File: config.mk
export PLATFORM = sky130hd
export DESIGN_NAME = htd_ctrl
export DESIGN_NICKNAME = d
export VERILOG_FILES = /design/src/design/htd_pkg.sv /design/src/design/htd_ctrl.sv
export SDC_FILE = /design/constraint.sdc
export NUM_CORES = 1
export LEC_CHECK = 0
export BUFFER_PORTS_ARGS = -buffer_cell sky130_fd_sc_hd__buf_4
export CAP_MARGIN = 20
export CORE_MARGIN = 3
export CORE_UTILIZATION = 45
export DETAILED_ROUTE_END_ITERATION = 8
export GPL_TIMING_DRIVEN = 0
export PLACE_DENSITY = 0.71
export SLEW_MARGIN = 0
export SYNTH_ARGS = -nofsm -noshare
export SYNTH_HDL_FRONTEND = slang
export SYNTH_SLANG_ARGS = --single-unit
File: constraint.sdc
create_clock -name aclk -period 4.9 [get_ports aclk]
set_input_delay 0.735 -clock aclk [delete_from_list [all_inputs] [get_ports aclk]]
set_output_delay 0.735 -clock aclk [all_outputs]
set_load 0.05 [all_outputs]
File: src/design/htd_pkg.sv
// ----------------------------------------------------------------------------
// htd_pkg
// shared types and constants of the huffman code tree decoder
// ----------------------------------------------------------------------------
`default_nettype none

package htd_pkg;

    localparam int NODE_COUNT      = 512;
    localparam int IDX_W           = $clog2(NODE_COUNT);
    localparam int USED_W          = $clog2(NODE_COUNT + 1);
    localparam int MAX_CODE_LENGTH = 32;
    localparam int SYM_W           = 8;
    localparam int CODE_W          = 32;
    localparam int LEN_W           = 6;
    localparam int POS_W           = $clog2(CODE_W);
    localparam int OP_W            = 2;
    localparam int STATUS_W        = 2;

    // s_tdata layout
    localparam int SYM_LO  = 0;
    localparam int CODE_LO = SYM_LO + SYM_W;
    localparam int LEN_LO  = CODE_LO + CODE_W;
    localparam int BIT_LO  = LEN_LO + LEN_W;
    localparam int S_DATA_W = ((BIT_LO + 1 + 7) / 8) * 8;
    localparam int M_DATA_W = ((SYM_W + 7) / 8) * 8;

    typedef enum logic [OP_W-1:0] {
        OP_LOAD   = 2'd0,
        OP_DECODE = 2'd1,
        OP_CLEAR  = 2'd2
    } op_t;

    typedef enum logic [STATUS_W-1:0] {
        ST_OK   = 2'd0,
        ST_MISS = 2'd1,
        ST_FULL = 2'd2
    } status_t;

    typedef enum logic [1:0] {
        S_IDLE,
        S_LD_STEP,
        S_DEC_CUR,
        S_DEC_NXT
    } state_t;

    typedef struct packed {
        logic [SYM_W-1:0]           sym;
        logic [1:0]                 present;
        logic [1:0][IDX_W-1:0]      link;
    } node_t;

    typedef struct packed {
        logic             we;
        logic [IDX_W-1:0] addr;
        node_t            data;
    } ram_wr_t;

    typedef struct packed {
        logic             re;
        logic [IDX_W-1:0] addr;
    } ram_rd_t;

    typedef struct packed {
        logic             valid;
        logic [SYM_W-1:0] sym;
        status_t          status;
    } result_t;

endpackage

`default_nettype wire

File: src/design/htd_ctrl.sv
// ----------------------------------------------------------------------------
// htd_ctrl
// sequencer for tree load walks, decode steps and clears
// ----------------------------------------------------------------------------
`default_nettype none

module htd_ctrl (
    input  wire logic                              aclk,
    input  wire logic                              aresetn,
    input  wire logic                              s_tvalid,
    output logic                                   s_tready,
    input  wire logic [htd_pkg::S_DATA_W-1:0]      s_tdata,
    input  wire logic [htd_pkg::OP_W-1:0]          s_tuser,
    input  wire logic                              res_ready,
    output htd_pkg::result_t                       res,
    output htd_pkg::ram_wr_t                       wr,
    output htd_pkg::ram_rd_t                       rd,
    output logic                                   ram_clear,
    input  wire htd_pkg::node_t                    rdata
);

    htd_pkg::state_t                  state_reg, state_next;
    logic [htd_pkg::LEN_W-1:0]        cnt_reg, cnt_next;
    logic [htd_pkg::CODE_W-1:0]       code_reg, code_next;
    logic [htd_pkg::SYM_W-1:0]        sym_reg, sym_next;
    logic [htd_pkg::IDX_W-1:0]        node_reg, node_next;
    htd_pkg::node_t                   walk_reg, walk_next;
    logic                             use_rd_reg, use_rd_next;
    logic [htd_pkg::USED_W-1:0]       used_reg, used_next;
    logic [htd_pkg::IDX_W-1:0]        cur_reg, cur_next;
    logic [htd_pkg::IDX_W-1:0]        nxt_reg, nxt_next;
    htd_pkg::node_t                   cache_reg, cache_next;
    logic                             cache_valid_reg, cache_valid_next;
    logic                             bit_reg, bit_next;

    logic                      accept;
    htd_pkg::op_t              op;
    logic [htd_pkg::LEN_W-1:0] len_in;
    logic [htd_pkg::LEN_W-1:0] pos;
    logic                      ld_bit;
    htd_pkg::node_t            ld_node;
    htd_pkg::node_t            ld_mod;
    htd_pkg::node_t            dec_node;
    logic                      full;

    assign s_tready = (state_reg == htd_pkg::S_IDLE);
    assign accept   = s_tvalid && s_tready;
    assign op       = htd_pkg::op_t'(s_tuser);
    assign len_in   = s_tdata[htd_pkg::LEN_LO +: htd_pkg::LEN_W];
    assign pos      = cnt_reg - htd_pkg::LEN_W'(1);
    assign ld_bit   = (pos < htd_pkg::LEN_W'(htd_pkg::CODE_W))
                    ? code_reg[pos[htd_pkg::POS_W-1:0]] : 1'b0;
    assign ld_node  = use_rd_reg ? rdata : walk_reg;
    assign dec_node = use_rd_reg ? rdata : cache_reg;
    assign full     = (used_reg >= htd_pkg::USED_W'(htd_pkg::NODE_COUNT));

    always_comb begin
        ld_mod               = ld_node;
        ld_mod.present[ld_bit] = 1'b1;
        ld_mod.link[ld_bit]  = used_reg[htd_pkg::IDX_W-1:0];
    end

    always_comb begin
        state_next       = state_reg;
        cnt_next         = cnt_reg;
        code_next        = code_reg;
        sym_next         = sym_reg;
        node_next        = node_reg;
        walk_next        = walk_reg;
        use_rd_next      = use_rd_reg;
        used_next        = used_reg;
        cur_next         = cur_reg;
        nxt_next         = nxt_reg;
        cache_next       = cache_reg;
        cache_valid_next = cache_valid_reg;
        bit_next         = bit_reg;
        res              = '0;
        wr               = '0;
        rd               = '0;
        ram_clear        = 1'b0;

        unique case (state_reg)
            htd_pkg::S_IDLE: begin
                if (accept) begin
                    case (op)
                        htd_pkg::OP_CLEAR: begin
                            ram_clear        = 1'b1;
                            used_next        = htd_pkg::USED_W'(1);
                            cur_next         = '0;
                            cache_valid_next = 1'b0;
                        end
                        htd_pkg::OP_LOAD: begin
                            cache_valid_next = 1'b0;
                            sym_next  = s_tdata[htd_pkg::SYM_LO +: htd_pkg::SYM_W];
                            code_next = s_tdata[htd_pkg::CODE_LO +: htd_pkg::CODE_W];
                            cnt_next  = (len_in > htd_pkg::LEN_W'(htd_pkg::MAX_CODE_LENGTH))
                                      ? htd_pkg::LEN_W'(htd_pkg::MAX_CODE_LENGTH) : len_in;
                            node_next   = '0;
                            rd.re       = 1'b1;
                            rd.addr     = '0;
                            use_rd_next = 1'b1;
                            state_next  = htd_pkg::S_LD_STEP;
                        end
                        htd_pkg::OP_DECODE: begin
                            bit_next = s_tdata[htd_pkg::BIT_LO];
                            if (cache_valid_reg) begin
                                use_rd_next = 1'b0;
                            end else begin
                                rd.re       = 1'b1;
                                rd.addr     = cur_reg;
                                use_rd_next = 1'b1;
                            end
                            state_next = htd_pkg::S_DEC_CUR;
                        end
                        default: begin
                        end
                    endcase
                end
            end

            htd_pkg::S_LD_STEP: begin
                if (cnt_reg == '0) begin
                    wr.we      = 1'b1;
                    wr.addr    = node_reg;
                    wr.data    = ld_node;
                    wr.data.sym = sym_reg;
                    state_next = htd_pkg::S_IDLE;
                end else if (ld_node.present[ld_bit]) begin
                    rd.re       = 1'b1;
                    rd.addr     = ld_node.link[ld_bit];
                    node_next   = ld_node.link[ld_bit];
                    use_rd_next = 1'b1;
                    cnt_next    = pos;
                end else if (full) begin
                    if (res_ready) begin
                        res.valid  = 1'b1;
                        res.sym    = '0;
                        res.status = htd_pkg::ST_FULL;
                        wr.we      = 1'b1;
                        wr.addr    = node_reg;
                        wr.data    = ld_node;
                        state_next = htd_pkg::S_IDLE;
                    end
                end else begin
                    wr.we       = 1'b1;
                    wr.addr     = node_reg;
                    wr.data     = ld_mod;
                    node_next   = used_reg[htd_pkg::IDX_W-1:0];
                    walk_next   = '0;
                    use_rd_next = 1'b0;
                    used_next   = used_reg + htd_pkg::USED_W'(1);
                    cnt_next    = pos;
                end
            end

            htd_pkg::S_DEC_CUR: begin
                if (dec_node.present == 2'b00) begin
                    if (res_ready) begin
                        res.valid        = 1'b1;
                        res.sym          = dec_node.sym;
                        res.status       = htd_pkg::ST_OK;
                        cur_next         = '0;
                        cache_valid_next = 1'b0;
                        state_next       = htd_pkg::S_IDLE;
                    end
                end else if (!dec_node.present[bit_reg]) begin
                    if (res_ready) begin
                        res.valid        = 1'b1;
                        res.sym          = '0;
                        res.status       = htd_pkg::ST_MISS;
                        cur_next         = '0;
                        cache_valid_next = 1'b0;
                        state_next       = htd_pkg::S_IDLE;
                    end
                end else begin
                    rd.re      = 1'b1;
                    rd.addr    = dec_node.link[bit_reg];
                    nxt_next   = dec_node.link[bit_reg];
                    state_next = htd_pkg::S_DEC_NXT;
                end
            end

            htd_pkg::S_DEC_NXT: begin
                if (rdata.present == 2'b00) begin
                    if (res_ready) begin
                        res.valid        = 1'b1;
                        res.sym          = rdata.sym;
                        res.status       = htd_pkg::ST_OK;
                        cur_next         = '0;
                        cache_valid_next = 1'b0;
                        state_next       = htd_pkg::S_IDLE;
                    end
                end else begin
                    cur_next         = nxt_reg;
                    cache_next       = rdata;
                    cache_valid_next = 1'b1;
                    state_next       = htd_pkg::S_IDLE;
                end
            end

            default: begin
                state_next = htd_pkg::S_IDLE;
            end
        endcase
    end

    always_ff @(posedge aclk) begin
        if (!aresetn) begin
            state_reg       <= htd_pkg::S_IDLE;
            used_reg        <= htd_pkg::USED_W'(1);
            cur_reg         <= '0;
            cache_valid_reg <= 1'b0;
            use_rd_reg      <= 1'b0;
        end else begin
            state_reg       <= state_next;
            used_reg        <= used_next;
            cur_reg         <= cur_next;
            cache_valid_reg <= cache_valid_next;
            use_rd_reg      <= use_rd_next;
        end
    end

    always_ff @(posedge aclk) begin
        cnt_reg   <= cnt_next;
        code_reg  <= code_next;
        sym_reg   <= sym_next;
        node_reg  <= node_next;
        walk_reg  <= walk_next;
        nxt_reg   <= nxt_next;
        cache_reg <= cache_next;
        bit_reg   <= bit_next;
    end

endmodule

`default_nettype wire

## Yosys cells after proc, flatten, opt, wreduce, memory -nomap -nowiden

Index checks and enable logic that the tools add are counted.

| operators by class | value |
|---|---|
| multiplexer cells | 95 |
| reduce and logical (&&, ||, !) cells | 20 |
| equal/unequal tests | 17 |
| bitwise gates (word level) | 3 |
| $lt $le $gt $ge | 7 |
| $add $sub $neg | 2 |

Operators with widths:

| kind | number |
|---|---|
| 38-bit two-way mux | 5 |
| 9-bit two-way mux | 16 |
| 10-bit two-way mux | 11 |
| 11-bit two-way mux | 10 |
| 28-bit two-way mux | 2 |
| 10-bit one-hot mux with 2 select lines | 2 |
| 6-bit two-way mux | 6 |
| 11-bit one-hot mux with 3 select lines | 1 |
| 10-bit one-hot mux with 3 select lines | 1 |
| 9-bit one-hot mux with 3 select lines | 1 |
| 1-bit two-way mux | 21 |
| 18-bit bitwise mux | 1 |
| 9-bit one-hot mux with 2 select lines | 1 |
| 2-bit two-way mux | 8 |
| 3-bit != test (second input constant) | 4 |
| 6-bit one-hot mux with 2 select lines | 1 |
| 4-bit AND reduction | 3 |
| 10-bit by 1-bit adder with 10-bit output (second input constant) | 1 |
| 10-bit greater-or-equal comparator (second input constant) | 1 |
| 5-bit AND reduction | 2 |
| 9-bit demux with 1-bit select | 1 |
| 3-bit AND reduction | 3 |
| 2-bit logical NOT | 4 |
| 2-bit != test (second input constant) | 4 |
| 25 further kinds | 34 |

| word-level totals | value |
|---|---|
| bits in registers | 116 |
| word-level logic and storage cells | 159 |
| output and inout bits | 61 |
| input port bits | 82 |

## Longest topological paths before layout

| logic depth | value |
|---|---|
| depth in word-level cells | 13 |
| mapped depth | 15 |
| depth with buffers taken out | 10 |

## Least setup slack after synthesis

No wires, ideal clock.

| path | value |
|---|---|
| path type | register to output |
| from | register cnt_reg[0] in the netlist's numbering |
| to | output rd[0] in the netlist's numbering |
| slack | -0.175 ns |
| buffers on the path | 5 |
| data required time | 4.165 ns |
| stages on the path, launching flop included | 16 |
| arrival time | 4.340 ns |
| cell sequence | edfxtp_1 -> buf_2 -> inv_1 -> ha_1 -> buf_2 -> xor2_2 -> mux4_2 -> mux2_2 -> o311ai_4 -> o21ba_2 -> buf_4 -> or2_1 -> buf_4 -> buf_2 -> nand2_2 -> o21ai_0 |

RTL lines:

| element | RTL line | text |
|---|---|---|
| start: declaration | htd_ctrl.sv:23 | `logic [htd_pkg::LEN_W-1:0] cnt_reg, cnt_next;` |
| start signal: assignment | htd_ctrl.sv:224 | `cnt_reg <= cnt_next;` |
| end: declaration | htd_ctrl.sv:17 | `output htd_pkg::ram_rd_t rd,` |

==> impl_metrics.tcl <==
set metrics [dict create \
    synth_area_leaders "edfxtp_1 48%, dfxtp_1 7.9%, mux4_2 6.2%" \
    row_count 40 \
    core-area_um2 12300 \
    firstDrtPassIters 6 \
    arrival_ps 4040 \
    maxCapViolations 0 \
    mostFrequentLayoutCells "136 x buf_4, 93 x edfxtp_1, 37 x a22o_1, 33 x nand2_1, 24 x nor2_1" \
    cts.path.max_buffers 2 \
    fp.dieW_um 120 \
    required_ps 4160 \
    p_per_area_nw_per_um2 363 \
    drive_gt1_frac 0.373 \
    synth_area_um2 5800 \
    antenna_cells 0 \
    avgRoutedWirePerCell_um 19.9 \
    max_slew_margin 0.345 \
    die_h_um 120 \
    worst_slack_ps 126 \
    viasPerCell 5.81 \
    synth_edf_count 93 \
    worstSetupPathType "flip-flop to primary output" \
    grt_pass1_vias 4908 \
    syn_to_final_growth_pct 38.9 \
    p_leak_nw 3.06 \
    grt_max_degree 38 \
    highest_layer "met4" \
    gp_congestion 0.941 \
    start_util 0.471 \
    wl_met3_mm 1.56 \
    dp_hpwl_mm 11.5 \
    ys_types 56 \
    nFillCells 955 \
    grt_overflow_total 0 \
    root_buffer "clkbuf_16" \
    syn_inst 472 \
    drc 0 \
    fin_skew_ps 16.8 \
    vdd_drop_max_mv 0.210 \
    drtAntennaViolNets 0 \
    fp.dieArea_um2 14300 \
    max_freq_mhz 209 \
    finalCritPeriodShare 0.974 \
    ys_warn_count 0 \
    drtIter0Drc 419 \
    cts.sinks 116 \
    cts_made_buffers 17 \
    final_hold_viol_count 0 \
    slew_viol_final 0 \
    hold_class "input port to flip-flop" \
    ys_seq_area_frac 0.561 \
    postCtsHoldBufs 0 \
    synth_seq_cells 116 \
    cts_tree "done" \
    final_nets 727 \
    cp-end-kind "primary output" \
    yosys.area.top_type "edfxtp_1" \
    wl_met1_mm 6.70 \
    post_dp_cell_area_um2 7110 \
    outcome "complete, no violations" \
    synth_area_per_cell_um2 12.3 \
    yosys_most_used_dff "edfxtp_1" \
    cts.clk_slew.worst_paths_ps 50 \
    preCtsSetupSlack_ps -245 \
    largest_register_ffs 32 \
    critical_path.startpoint_type "flip-flop" \
    worst-path-max-fanout 10 \
    ioPinCount 143 \
    finalSetupViolations 0 \
    clk_latency_ps 420 \
    finalCriticalPeriod_ps 4770 \
    routed_wl_mm 16.4 \
    port_buffers 140 \
    tightest_slew_ps 983 \
    async_flop_share 0 \
    final_common_cell "buf_4" \
    syn_nets 557 \
    grt_pass1_wl_mm 25.7 \
    final_cell_area_um2 8050 \
    route.met2.wl_mm 7.80 \
    synth_top_area_frac 0.482 \
    grtUsageTotal 0.232 \
    cts_max_level 4 \
    antenna_found_initial 0 \
    vias 4780 \
]
## worst paths after layout
path                     from  cells past startpoint           end  slack (ps)
setup reg to reg   cnt_reg[0]                     13   node_reg[0]         840
hold / removal    s_tdata[21]                      1  code_reg[13]         490
hold reg to reg    cur_reg[6]                      2    cur_reg[6]         530
setup / recovery   cnt_reg[0]                     15        wr[19]         130
## power breakdown
group | internal [mW] | switching (mW)
sequential | 1.10 | 0.0160
clock | 0.890 | 0.420
combinational | 0.199 | 0.293
total | 2.19 | 0.729
## layout make-up
cell class | count | area (µm²) | area share
buffer | 27 | 160 | 0.0199
clock buffer | 19 | 433 | 0.0538
clock inverter | 13 | 188 | 0.0233
inverter | 11 | 41.3 | 0.00513
multi-input combinational | 318 | 2540 | 0.316
sequential | 116 | 3250 | 0.404
tap | 168 | 210 | 0.0261
timing repair buffer | 151 | 1220 | 0.152
## cell usage after synthesis (4+ instances only)
cell       n
edfxtp_1  93
a22o_1    37
nand2_1   33
nor2_1    28
o21ai_0   24
dfxtp_1   23
a22oi_1   19
and2_1    17
clkbuf_1  17
mux4_2    16
nor2b_1   14
nor3_1    13
and3_1    12
inv_1     11
a31oi_1   10
mux2_2    10
nand3b_1   8
o21a_1     8
a21oi_1    7
buf_2      7
mux2i_1    4
nor3b_1    4
## layer usage
metal | up-vias | GRT usage
li1 | 2198 | -
met1 | 2298 | 0.296
met2 | 255 | 0.368
met3 | 29 | 0.0759
met4 | 0 | 0.0909
met5 | - | 0
## cells by family (layout without fill, tap and decap cells)
logic type	count (synthesis)	count (layout)	synth area share
xor+xnor	5	5	0.00885
buf+inv	39	221	0.0281
flops	116	116	0.561
fa+ha+maj	3	3	0.00648
mux	30	30	0.0885
compound gates	131	131	0.171
simple gates	148	149	0.136
## through the flow
stage	utilization	TNS [ps]	hold WS [ps]	cells	power, mW
after floorplan	-	-1660	488	472	1.42
after global placement	0.573	-12420	503	780	1.57
after detailed placement	0.577	-3040	507	782	1.58
after CTS	0.640	0	480	817	2.91
after global routing	0.654	-47.5	478	823	3.02
final	0.654	0	490	823	2.92
## worst max-delay path: stages (launching register included)
cell	delay (ps)
edfxtp_1	420
buf_6	160
inv_2	60
ha_1	160
buf_6	130
xor2_4	200
mux4_2	520
mux2_4	300
o311ai_4	370
nor2_2	170
buf_4	230
and3_1	150
buf_2	210
a21oi_1	240
nor3_1	70
buf_4	210
## what timing repair did
item / 4_1_cts / 5_1_grt
setup endpoints to repair: 50 / 49
pin swaps: 3 / 4
buffers inserted: 4 / 4
endpoints found under the hold margin: 0 / 0
resized for setup: 38 / 25
cloned: 0 / 2
No activity file was read; power rests on OpenSTA's default activity.
